`src/rtl/core/ltwa_pkg.sv`:
```
// shared types and constants of the learning table with aging
// no dependencies
package ltwa_pkg;

  localparam int unsigned LIST_CNT_W = 5;
  localparam logic [LIST_CNT_W-1:0] MAX_RESULTS = 5'd16;

  localparam int unsigned CFG_IDX_W = 2;
  localparam logic [CFG_IDX_W-1:0] CFG_DEFAULT_TTL = 2'd0;
  localparam logic [CFG_IDX_W-1:0] CFG_EXPECTED_MAGIC = 2'd1;

  localparam logic [31:0] DEFAULT_TTL_RST = 32'd300;
  localparam logic [31:0] EXPECTED_MAGIC_RST = 32'h5A44_5001;

  typedef enum logic [2:0] {
    OP_ANNOUNCE = 3'd0,
    OP_LEAVE    = 3'd1,
    OP_QUERY    = 3'd2,
    OP_SWEEP    = 3'd3,
    OP_LIST     = 3'd4
  } op_e;

  typedef enum logic [1:0] {
    ST_APPLIED   = 2'd0,
    ST_IGNORED   = 2'd1,
    ST_FULL      = 2'd2,
    ST_NOT_FOUND = 2'd3
  } st_e;

  typedef struct packed {
    logic [2:0]  opcode;
    logic [31:0] magic;
    logic        payload_complete;
    logic [63:0] entry_key;
    logic [31:0] entry_ttl;
    logic [31:0] entry_info;
    logic [31:0] now_sec;
    logic [4:0]  max_count;
  } in_item_t;

  typedef struct packed {
    logic [1:0]  status;
    logic        has_entry;
    logic [63:0] out_key;
    logic [31:0] out_ttl;
    logic [31:0] out_info;
    logic        last;
  } out_item_t;

  typedef struct packed {
    logic [63:0] key;
    logic [31:0] ttl;
    logic [31:0] info;
    logic [31:0] seen;
  } slot_t;

  typedef struct packed {
    logic load_item;
    logic idx_step;
    logic slot_write;
    logic slot_alloc;
    logic act_clr;
    logic pend_take;
    logic push;
    st_e  push_status;
    logic push_entry;
    logic push_last;
  } cmd_t;

  typedef struct packed {
    logic [2:0] op;
    logic       magic_ok;
    logic       complete;
    logic       walk_done;
    logic       key_hit;
    logic       slot_act;
    logic       expired;
    logic       used_full;
    logic       can_push;
    logic       pend_valid;
    logic       cap_zero;
    logic       cap_hit_next;
  } sts_t;

endpackage

```
`src/rtl/core/ltwa_ram.sv`:
```
// generic single write port ram with registered read
// no dependencies
module ltwa_ram #(
  parameter int unsigned WIDTH = 32,
  parameter int unsigned DEPTH = 16
) (
  input  logic                                       clk_i,
  input  logic                                       we_i,
  input  logic [((DEPTH > 1) ? $clog2(DEPTH) : 1)-1:0] waddr_i,
  input  logic [WIDTH-1:0]                           wdata_i,
  input  logic [((DEPTH > 1) ? $clog2(DEPTH) : 1)-1:0] raddr_i,
  output logic [WIDTH-1:0]                           rdata_o
);

  logic [WIDTH-1:0] mem_q [DEPTH];
  logic [WIDTH-1:0] rdata_q;

  always_ff @(posedge clk_i) begin
    if (we_i) begin
      mem_q[waddr_i] <= wdata_i;
    end
    rdata_q <= mem_q[raddr_i];
  end

  assign rdata_o = rdata_q;

endmodule

```
`src/rtl/core/ltwa_datapath.sv`:
```
// datapath: item and config registers, slot ram, active bits, walk index,
// list pending entry and output register; uses ltwa_pkg and ltwa_ram
module ltwa_datapath #(
  parameter int unsigned TABLE_SLOTS = 16
) (
  input  logic                                clk_i,
  input  logic                                rst_ni,
  input  ltwa_pkg::in_item_t                  in_data_i,
  input  logic                                cfg_we_i,
  input  logic [ltwa_pkg::CFG_IDX_W-1:0]      cfg_index_i,
  input  logic [31:0]                         cfg_data_i,
  input  ltwa_pkg::cmd_t                      cmd_i,
  output ltwa_pkg::sts_t                      sts_o,
  input  logic                                out_ready_i,
  output logic                                out_valid_o,
  output ltwa_pkg::out_item_t                 out_data_o
);

  localparam int unsigned IDX_W  = (TABLE_SLOTS > 1) ? $clog2(TABLE_SLOTS) : 1;
  localparam int unsigned CNT_W  = $clog2(TABLE_SLOTS + 1);
  localparam int unsigned SLOT_W = $bits(ltwa_pkg::slot_t);

  ltwa_pkg::in_item_t  item_q;
  logic [31:0]         default_ttl_q, magic_q;
  logic [CNT_W-1:0]    used_q, idx_q;
  logic [TABLE_SLOTS-1:0] act_q, act_d;
  logic                pend_valid_q;
  ltwa_pkg::slot_t     pend_q;
  logic [ltwa_pkg::LIST_CNT_W-1:0] cnt_q, cap;
  logic                out_valid_q;
  ltwa_pkg::out_item_t out_q;

  logic [IDX_W-1:0]    waddr;
  ltwa_pkg::slot_t     wslot, rslot;
  logic [SLOT_W-1:0]   rdata;
  logic [31:0]         lim, age;

  assign waddr = cmd_i.slot_alloc ? used_q[IDX_W-1:0] : idx_q[IDX_W-1:0];
  assign wslot = '{key: item_q.entry_key, ttl: item_q.entry_ttl,
                   info: item_q.entry_info, seen: item_q.now_sec};

  ltwa_ram #(
    .WIDTH(SLOT_W),
    .DEPTH(TABLE_SLOTS)
  ) u_slot_ram (
    .clk_i  (clk_i),
    .we_i   (cmd_i.slot_write),
    .waddr_i(waddr),
    .wdata_i(wslot),
    .raddr_i(idx_q[IDX_W-1:0]),
    .rdata_o(rdata)
  );

  assign rslot = rdata;

  // aging: wrapping age against own ttl or the default
  assign lim = (rslot.ttl != 32'd0) ? rslot.ttl : default_ttl_q;
  assign age = item_q.now_sec - rslot.seen;

  assign cap = (item_q.max_count > ltwa_pkg::MAX_RESULTS) ? ltwa_pkg::MAX_RESULTS
                                                          : item_q.max_count;

  always_comb begin
    act_d = act_q;
    if (cmd_i.slot_write) begin
      act_d[waddr] = 1'b1;
    end
    if (cmd_i.act_clr) begin
      act_d[idx_q[IDX_W-1:0]] = 1'b0;
    end
  end

  always_comb begin
    sts_o.op           = item_q.opcode;
    sts_o.magic_ok     = (item_q.magic == magic_q);
    sts_o.complete     = item_q.payload_complete;
    sts_o.walk_done    = (idx_q >= used_q);
    sts_o.key_hit      = (rslot.key == item_q.entry_key);
    sts_o.slot_act     = act_q[idx_q[IDX_W-1:0]];
    sts_o.expired      = (age > lim);
    sts_o.used_full    = (used_q == CNT_W'(TABLE_SLOTS));
    sts_o.can_push     = !out_valid_q || out_ready_i;
    sts_o.pend_valid   = pend_valid_q;
    sts_o.cap_zero     = (cap == '0);
    sts_o.cap_hit_next = ((cnt_q + ltwa_pkg::LIST_CNT_W'(1)) == cap);
  end

  // control state
  always_ff @(posedge clk_i or negedge rst_ni) begin
    if (!rst_ni) begin
      default_ttl_q <= ltwa_pkg::DEFAULT_TTL_RST;
      magic_q       <= ltwa_pkg::EXPECTED_MAGIC_RST;
      used_q        <= '0;
      idx_q         <= '0;
      act_q         <= '0;
      pend_valid_q  <= 1'b0;
      cnt_q         <= '0;
      out_valid_q   <= 1'b0;
    end else begin
      if (cfg_we_i && (cfg_index_i == ltwa_pkg::CFG_DEFAULT_TTL)) begin
        default_ttl_q <= cfg_data_i;
      end
      if (cfg_we_i && (cfg_index_i == ltwa_pkg::CFG_EXPECTED_MAGIC)) begin
        magic_q <= cfg_data_i;
      end
      act_q <= act_d;
      if (cmd_i.slot_write && cmd_i.slot_alloc) begin
        used_q <= used_q + CNT_W'(1);
      end
      if (cmd_i.load_item) begin
        idx_q        <= '0;
        cnt_q        <= '0;
        pend_valid_q <= 1'b0;
      end else begin
        if (cmd_i.idx_step) begin
          idx_q <= idx_q + CNT_W'(1);
        end
        if (cmd_i.pend_take) begin
          cnt_q        <= cnt_q + ltwa_pkg::LIST_CNT_W'(1);
          pend_valid_q <= 1'b1;
        end
      end
      if (cmd_i.push) begin
        out_valid_q <= 1'b1;
      end else if (out_ready_i) begin
        out_valid_q <= 1'b0;
      end
    end
  end

  // payload registers
  always_ff @(posedge clk_i) begin
    if (cmd_i.load_item) begin
      item_q <= in_data_i;
    end
    if (cmd_i.pend_take) begin
      pend_q <= rslot;
    end
    if (cmd_i.push) begin
      out_q.status    <= cmd_i.push_status;
      out_q.has_entry <= cmd_i.push_entry;
      out_q.out_key   <= cmd_i.push_entry ? pend_q.key  : 64'd0;
      out_q.out_ttl   <= cmd_i.push_entry ? pend_q.ttl  : 32'd0;
      out_q.out_info  <= cmd_i.push_entry ? pend_q.info : 32'd0;
      out_q.last      <= cmd_i.push_last;
    end
  end

  assign out_valid_o = out_valid_q;
  assign out_data_o  = out_q;

endmodule

```
`src/rtl/core/ltwa_ctrl.sv`:
```
// controller state machine: decodes an item, walks the slots, issues results
// uses ltwa_pkg command and status structs
module ltwa_ctrl (
  input  logic           clk_i,
  input  logic           rst_ni,
  input  logic           in_valid_i,
  output logic           idle_o,
  input  ltwa_pkg::sts_t sts_i,
  output ltwa_pkg::cmd_t cmd_o
);

  typedef enum logic [2:0] {
    S_IDLE,
    S_DECODE,
    S_WAIT,
    S_CHK,
    S_END,
    S_RESP,
    S_LEND
  } state_e;

  state_e        state_q, state_d;
  ltwa_pkg::st_e res_q, res_d;

  always_comb begin
    state_d = state_q;
    res_d   = res_q;
    cmd_o   = '0;
    cmd_o.push_status = ltwa_pkg::ST_APPLIED;
    unique case (state_q)
      S_IDLE: begin
        if (in_valid_i) begin
          cmd_o.load_item = 1'b1;
          state_d = S_DECODE;
        end
      end
      S_DECODE: begin
        if ((sts_i.op == ltwa_pkg::OP_ANNOUNCE || sts_i.op == ltwa_pkg::OP_LEAVE ||
             sts_i.op == ltwa_pkg::OP_QUERY) && !sts_i.magic_ok) begin
          res_d   = ltwa_pkg::ST_IGNORED;
          state_d = S_RESP;
        end else begin
          unique case (sts_i.op)
            ltwa_pkg::OP_ANNOUNCE: begin
              if (sts_i.complete) begin
                state_d = S_WAIT;
              end else begin
                res_d   = ltwa_pkg::ST_IGNORED;
                state_d = S_RESP;
              end
            end
            ltwa_pkg::OP_LEAVE, ltwa_pkg::OP_SWEEP: state_d = S_WAIT;
            ltwa_pkg::OP_LIST: state_d = sts_i.cap_zero ? S_LEND : S_WAIT;
            default: begin
              res_d   = ltwa_pkg::ST_IGNORED;
              state_d = S_RESP;
            end
          endcase
        end
      end
      // slot data for the current index lands in the read register
      S_WAIT: begin
        state_d = sts_i.walk_done ? S_END : S_CHK;
      end
      S_CHK: begin
        unique case (sts_i.op)
          ltwa_pkg::OP_ANNOUNCE: begin
            if (sts_i.key_hit) begin
              cmd_o.slot_write = 1'b1;
              res_d   = ltwa_pkg::ST_APPLIED;
              state_d = S_RESP;
            end else begin
              cmd_o.idx_step = 1'b1;
              state_d = S_WAIT;
            end
          end
          ltwa_pkg::OP_LEAVE: begin
            if (sts_i.key_hit) begin
              cmd_o.act_clr = 1'b1;
              res_d   = ltwa_pkg::ST_APPLIED;
              state_d = S_RESP;
            end else begin
              cmd_o.idx_step = 1'b1;
              state_d = S_WAIT;
            end
          end
          ltwa_pkg::OP_SWEEP: begin
            cmd_o.act_clr  = sts_i.slot_act && sts_i.expired;
            cmd_o.idx_step = 1'b1;
            state_d = S_WAIT;
          end
          ltwa_pkg::OP_LIST: begin
            if (!sts_i.slot_act) begin
              cmd_o.idx_step = 1'b1;
              state_d = S_WAIT;
            end else if (!sts_i.pend_valid || sts_i.can_push) begin
              // older pending entry goes out, this one waits for the last flag
              cmd_o.push       = sts_i.pend_valid;
              cmd_o.push_entry = 1'b1;
              cmd_o.pend_take  = 1'b1;
              if (sts_i.cap_hit_next) begin
                state_d = S_LEND;
              end else begin
                cmd_o.idx_step = 1'b1;
                state_d = S_WAIT;
              end
            end
          end
          default: begin
            res_d   = ltwa_pkg::ST_IGNORED;
            state_d = S_RESP;
          end
        endcase
      end
      S_END: begin
        state_d = S_RESP;
        unique case (sts_i.op)
          ltwa_pkg::OP_ANNOUNCE: begin
            if (sts_i.used_full) begin
              res_d = ltwa_pkg::ST_FULL;
            end else begin
              cmd_o.slot_write = 1'b1;
              cmd_o.slot_alloc = 1'b1;
              res_d = ltwa_pkg::ST_APPLIED;
            end
          end
          ltwa_pkg::OP_LEAVE: res_d = ltwa_pkg::ST_NOT_FOUND;
          ltwa_pkg::OP_LIST:  state_d = S_LEND;
          default:            res_d = ltwa_pkg::ST_APPLIED;
        endcase
      end
      S_RESP: begin
        if (sts_i.can_push) begin
          cmd_o.push        = 1'b1;
          cmd_o.push_status = res_q;
          cmd_o.push_last   = 1'b1;
          state_d = S_IDLE;
        end
      end
      S_LEND: begin
        if (sts_i.can_push) begin
          cmd_o.push       = 1'b1;
          cmd_o.push_entry = sts_i.pend_valid;
          cmd_o.push_last  = 1'b1;
          state_d = S_IDLE;
        end
      end
      default: state_d = S_IDLE;
    endcase
  end

  always_ff @(posedge clk_i or negedge rst_ni) begin
    if (!rst_ni) begin
      state_q <= S_IDLE;
      res_q   <= ltwa_pkg::ST_APPLIED;
    end else begin
      state_q <= state_d;
      res_q   <= res_d;
    end
  end

  assign idle_o = (state_q == S_IDLE);

endmodule

```
`src/rtl/core/learning_table_with_aging_top.sv`:
```
// learning table with aging: one item at a time; wrong magic, query and bad ops are
// answered without a walk; announce, leave and sweep walk used slots (one ram read and
// one check per slot); list walks the same way and stalls on output
// a result register parts the output side, so the next item is taken while it waits
// reset clears active bits and fill count and loads the config reset values at once,
// with no clearing pass; slot contents are left as they were
module learning_table_with_aging_top #(
  parameter int unsigned TABLE_SLOTS = 16
) (
  input  logic                           clk_i,
  input  logic                           rst_ni,
  // input item channel
  input  logic                           in_valid_i,
  output logic                           in_ready_o,
  input  ltwa_pkg::in_item_t             in_data_i,
  // result channel
  output logic                           out_valid_o,
  input  logic                           out_ready_i,
  output ltwa_pkg::out_item_t            out_data_o,
  // config write port
  input  logic                           cfg_we_i,
  input  logic [ltwa_pkg::CFG_IDX_W-1:0] cfg_index_i,
  input  logic [31:0]                    cfg_data_i
);

  ltwa_pkg::cmd_t cmd;
  ltwa_pkg::sts_t sts;
  logic           idle;

  // controller: sequences decode, slot walk and result beats
  ltwa_ctrl u_ctrl (
    .clk_i     (clk_i),
    .rst_ni    (rst_ni),
    .in_valid_i(in_valid_i),
    .idle_o    (idle),
    .sts_i     (sts),
    .cmd_o     (cmd)
  );

  // datapath: slot ram, active bits, compares, output register
  ltwa_datapath #(
    .TABLE_SLOTS(TABLE_SLOTS)
  ) u_datapath (
    .clk_i      (clk_i),
    .rst_ni     (rst_ni),
    .in_data_i  (in_data_i),
    .cfg_we_i   (cfg_we_i),
    .cfg_index_i(cfg_index_i),
    .cfg_data_i (cfg_data_i),
    .cmd_i      (cmd),
    .sts_o      (sts),
    .out_ready_i(out_ready_i),
    .out_valid_o(out_valid_o),
    .out_data_o (out_data_o)
  );

  // a new item is taken whenever the controller is between items
  assign in_ready_o = idle;

endmodule

```
`config.mk`:
```
export PLATFORM = sky130hd
export DESIGN_NAME = learning_table_with_aging_top
export DESIGN_NICKNAME = d
export VERILOG_FILES = /design/src/rtl/core/ltwa_pkg.sv /design/src/rtl/core/ltwa_ram.sv /design/src/rtl/core/ltwa_datapath.sv /design/src/rtl/core/ltwa_ctrl.sv /design/src/rtl/core/learning_table_with_aging_top.sv
export SDC_FILE = /design/constraint.sdc
export NUM_CORES = 2
export LEC_CHECK = 0
export ABC_AREA = 0
export BUFFER_PORTS_ARGS = -buffer_cell sky130_fd_sc_hd__buf_4
export CAP_MARGIN = 0
export CORE_ASPECT_RATIO = 0.7
export CORE_MARGIN = 3
export CORE_UTILIZATION = 62
export DETAILED_ROUTE_END_ITERATION = 12
export PLACE_DENSITY = 0.8
export SYNTH_ARGS = -nofsm -noshare
export SYNTH_HDL_FRONTEND = slang
export SYNTH_SLANG_ARGS = --single-unit
```
`constraint.sdc`:
```
create_clock -name clk_i -period 12.2 [get_ports clk_i]
set_input_delay 1.22 -clock clk_i [delete_from_list [all_inputs] [get_ports clk_i]]
set_output_delay 1.22 -clock clk_i [all_outputs]
set_load 0.005 [all_outputs]
```
==> results.sh <==
export IMPL_global_route_usage_total_pct=34.22
export IMPL_worst_setup_path_startpoint="u_datapath.item_q[106]"
export IMPL_slew_limit_headroom_pct=15.81
export IMPL_initialDrtViolationCount=11270
export IMPL_rr_worst_depth=9
export IMPL_worstSetupPathType="reg -> reg"
export IMPL_critical_path_most_common_cell="buf_4"
export IMPL_fin_skew_ns=0.06995
export IMPL_area_delta_synth_final_pct=13.05
export IMPL_placement_rows=135
export IMPL_holdBufCountCts=0
export IMPL_worst_path_cell_chain="xor2_1, nor4_1, nand4_1, nor4_2, a31oi_1, or2_1, nor2_4, buf_4, buf_4"
export IMPL_post_cts_setup_buffer_count=0
export IMPL_antenna_violations_before_repair=38
export IMPL_p_leak_nw=44.13
export IMPL_placement_io_buffers=373
export IMPL_ctsResizeCount=0
export IMPL_worst_r2r_setup_slack_ns=4.65
export IMPL_grt_pass1_vias=61650
export IMPL_slowest_delay_ns=1.08
export IMPL_drt_pass1_iter_count=6
export IMPL_arrival_ns=8.03
export IMPL_clock_latency_ns=0.86
export IMPL_cts_made_buffers=295
export IMPL_global_route_wire_length_before_repair_um=483100
export IMPL_synth_seq_area_share_pct=78.78
export IMPL_netlist_area_um2=122500
export IMPL_setup_viol_count_final=0
export IMPL_syn_area_per_cell_um2=22.99
export IMPL_regToRegEndpoint="u_datapath.u_slot_ram.mem_q[0][16]"
export IMPL_place_detailed_instances=8167
export IMPL_hold_path_class="in -> async"
export IMPL_synth_most_common_cell="edfxtp_1"
export IMPL_clk_pin_slew_worst_paths_ns=0.07
export IMPL_totalNegativeSetupSlack_ns=0
export IMPL_power_density_cell_area_nw_per_um2=213.1
export IMPL_maxClockFrequency_ghz=0.1325
export IMPL_worst_path_cell_with_the_longest_stage_delay="nor4_2"
export IMPL_viasPerCell=7.198
export IMPL_synthDistinctLibCells=67
export IMPL_post_dp_hpwl_um=173100
export IMPL_floorplan_core_area_um2=194900
export IMPL_finalNetCount=6177
export IMPL_worst_r2r_startpoint="u_datapath.item_q[106]"
export IMPL_synth_async_reset_ratio_pct=3.107
export IMPL_die_area_um2=203000
export IMPL_critPathTopFamily="simple AND/OR/NAND/NOR gates"
export IMPL_synth_top_area_share_pct=74.07
export IMPL_largest_vdd_supply_drop_uv=167.9
export IMPL_tritoncts="built"
export IMPL_chipWidth_um=537.2
export IMPL_clock_sink_count=3283
export IMPL_netlist_instances=5328
export IMPL_postSynth_topFlopCell="edfxtp_1"
export IMPL_floorplan_initialDensity_pct=62.83
export IMPL_timing_critical_path_buf_inv=2
export IMPL_detail_route_drc_violations=0
export IMPL_detail_route_antenna_nets=0
export IMPL_critPathCapture="u_datapath.u_slot_ram.mem_q[0][16]"
export IMPL_clock_tree_root_cell="clkbuf_16"
export IMPL_finalWorstPathRequiredPeriod_ns=7.548
export IMPL_synth_top_cells_by_count="edfxtp_1, mux4_2, clkbuf_1, dfxtp_1, and2_1"
export IMPL_ioPinCount=374
export IMPL_die_y_um=377.9
export IMPL_place_ws_ns=5.034
export IMPL_final_hold_violation_count=0
export IMPL_worst_ep_required_time_ns=12.68
export IMPL_timing_final_ws_setup_ns=4.652
export IMPL_gp_congestion=0.8643
export IMPL_postSynthRegisterBits=3283
export IMPL_crit_path_max_fanout=49
export IMPL_grt_max_degree=151
export IMPL_synth_net_count=5644
export IMPL_ys_warnings_count=0
export IMPL_worst_setup_path_end_kind="flop"
export IMPL_layout_worst_path_cycle_share_pct=61.87
export IMPL_count_of_pins_over_their_slew_limit=0
export IMPL_cts_htree_levels=5
export IMPL_outcome="completed"
export IMPL_synth_enable_flop_cells=3021
export IMPL_drive_above_1_share_pct=30.09
export IMPL_drt_wirelength_per_cell_um=39.55
export IMPL_synth_top_cell_by_area="edfxtp_1"
export IMPL_slew_worst_pin_ns=1.263
export IMPL_routed_via_count=62790
export IMPL_max_cap_viol_count=0
export IMPL_fin_worst_hold_slack_ns=0.3521
export IMPL_cp_start_kind="flop"
export IMPL_clock_tree_buffer_depth=4
export IMPL_synth_top_cells_by_area="edfxtp_1, mux4_2, dfxtp_1, dfrtp_1, ha_1"
export IMPL_globalRoute_totalOverflow=0
export IMPL_grt_setup_unrepaired="false"
export IMPL_routed_wirelength_um=345000
export IMPL_final_cells=8723
export IMPL_timing_critical_path_depth=9
==> area by class of cell <==
type / instances / area [µm²]
Clock buffer: 378 / 7988
Inverter: 58 / 230.2
Clock inverter: 157 / 1758
Fill cell: 10280 / 56470
Tap cell: 2603 / 3257
Sequential cell: 3283 / 96500
Multi-Input combinational cell: 1756 / 25050
Antenna cell: 21 / 52.55
Timing Repair Buffer: 467 / 3618
==> registers in the layout (all words and copies together) (netlist names) <==
name                           cells
u_datapath.idx_q                   5
u_ctrl.state_q                     3
u_datapath.magic_q                32
u_datapath.pend_q                128
u_ctrl.res_q                       2
u_datapath.out_valid_o             1
u_datapath.act_q                  16
u_datapath.out_data_o            132
u_datapath.pend_valid_q            1
u_datapath.u_slot_ram.rdata_o    160
u_datapath.used_q                  5
u_datapath.item_q                197
u_datapath.cnt_q                   5
u_datapath.default_ttl_q          32
u_datapath.sts_o                   4
u_datapath.u_slot_ram.mem_q     2560
==> power breakdown <==
group          total, mW  switching, mW  internal (mW)
logic               5.59           2.98           2.60
registers           14.3          0.983           13.3
clock network       9.64           4.28           5.36
total               29.5           8.25           21.3
==> worst reg2reg max path, stage by stage (launching register included) <==
cell and delay [ns]:
edfxtp_1 0.65, xor2_1 0.43, nor4_1 0.79, nand4_1 0.29, nor4_2 1.08, a31oi_1 0.65, or2_1 0.59, nor2_4 0.88
buf_4 0.95, buf_4 0.80
==> how the worst min path moves through the flow <==
stage	cells past startpoint	endpoint
after floorplan	0	u_datapath.pend_q[32]
after global placement	0	u_datapath.pend_q[60]
after detailed placement	0	u_datapath.pend_q[50]
after CTS	1	u_datapath.cnt_q[1]
after global routing	1	u_datapath.cnt_q[3]
final	1	u_datapath.cnt_q[3]
==> layout by cell type (no fill, tap or decap), drive strengths merged, types with 6 or more instances in the layout <==
master | netlist | layout
edfxtp | 3021 | 3021
mux4 | 805 | 805
buf | 41 | 467
clkbuf | 190 | 378
dfxtp | 160 | 160
and2 | 136 | 136
a21oi | 106 | 106
clkinv | 0 | 93
dfrtp | 89 | 89
xor2 | 77 | 77
ha | 75 | 75
nor2 | 75 | 75
inv | 58 | 74
mux2 | 64 | 64
xnor2 | 56 | 56
nand4 | 43 | 43
nand3 | 35 | 35
nand2 | 35 | 35
o21ai | 35 | 35
bufinv | 0 | 32
nor4 | 32 | 32
nor3 | 30 | 30
a21o | 22 | 22
diode | 0 | 21
clkinvlp | 0 | 16
dfstp | 13 | 13
a31oi | 12 | 12
o21a | 11 | 11
nor2b | 10 | 10
nand2b | 9 | 9
and3 | 9 | 9
a211oi | 6 | 6
o21bai | 6 | 6
o211ai | 6 | 6
o31ai | 6 | 6
==> metrics by stage <==
stage                     power (mW)  cell area (µm²)  utilization (%)
after detailed placement       19.69           128600            66.00
after global placement         19.51           128600            66.00
after global routing           30.27           138400            71.01
after CTS                      29.48           138400            71.00
after floorplan                17.73           122500                -
final                          29.50           138500            71.03
==> cells by family (layout without fill, tap and decap cells) <==
kind of cell	Yosys count	count (layout)	share of synthesized area [%]
other	0	21	0
buffers and inverters	289	1060	0.8980
multiplexers	873	873	15.42
AO/OA/AOI/OAI	242	242	1.221
AND/OR/NAND/NOR	432	432	1.940
XOR/XNOR	133	133	0.9511
adder cells (fa/ha/maj)	76	76	0.7826
flip-flops	3283	3283	78.78
==> routing by layer <==
| layer | GRT usage, % | vias to the layer above | wire length [µm] |
|---|---|---|---|
| li1 | - | 23330 | - |
| met1 | 47.62 | 32540 | 117000 |
| met4 | 14.24 | 20 | 17630 |
| met5 | 0 | - | 127 |
| met2 | 52.66 | 5950 | 164000 |
| met3 | 8.868 | 942 | 46170 |
Power figures use the tool's default switching activity.
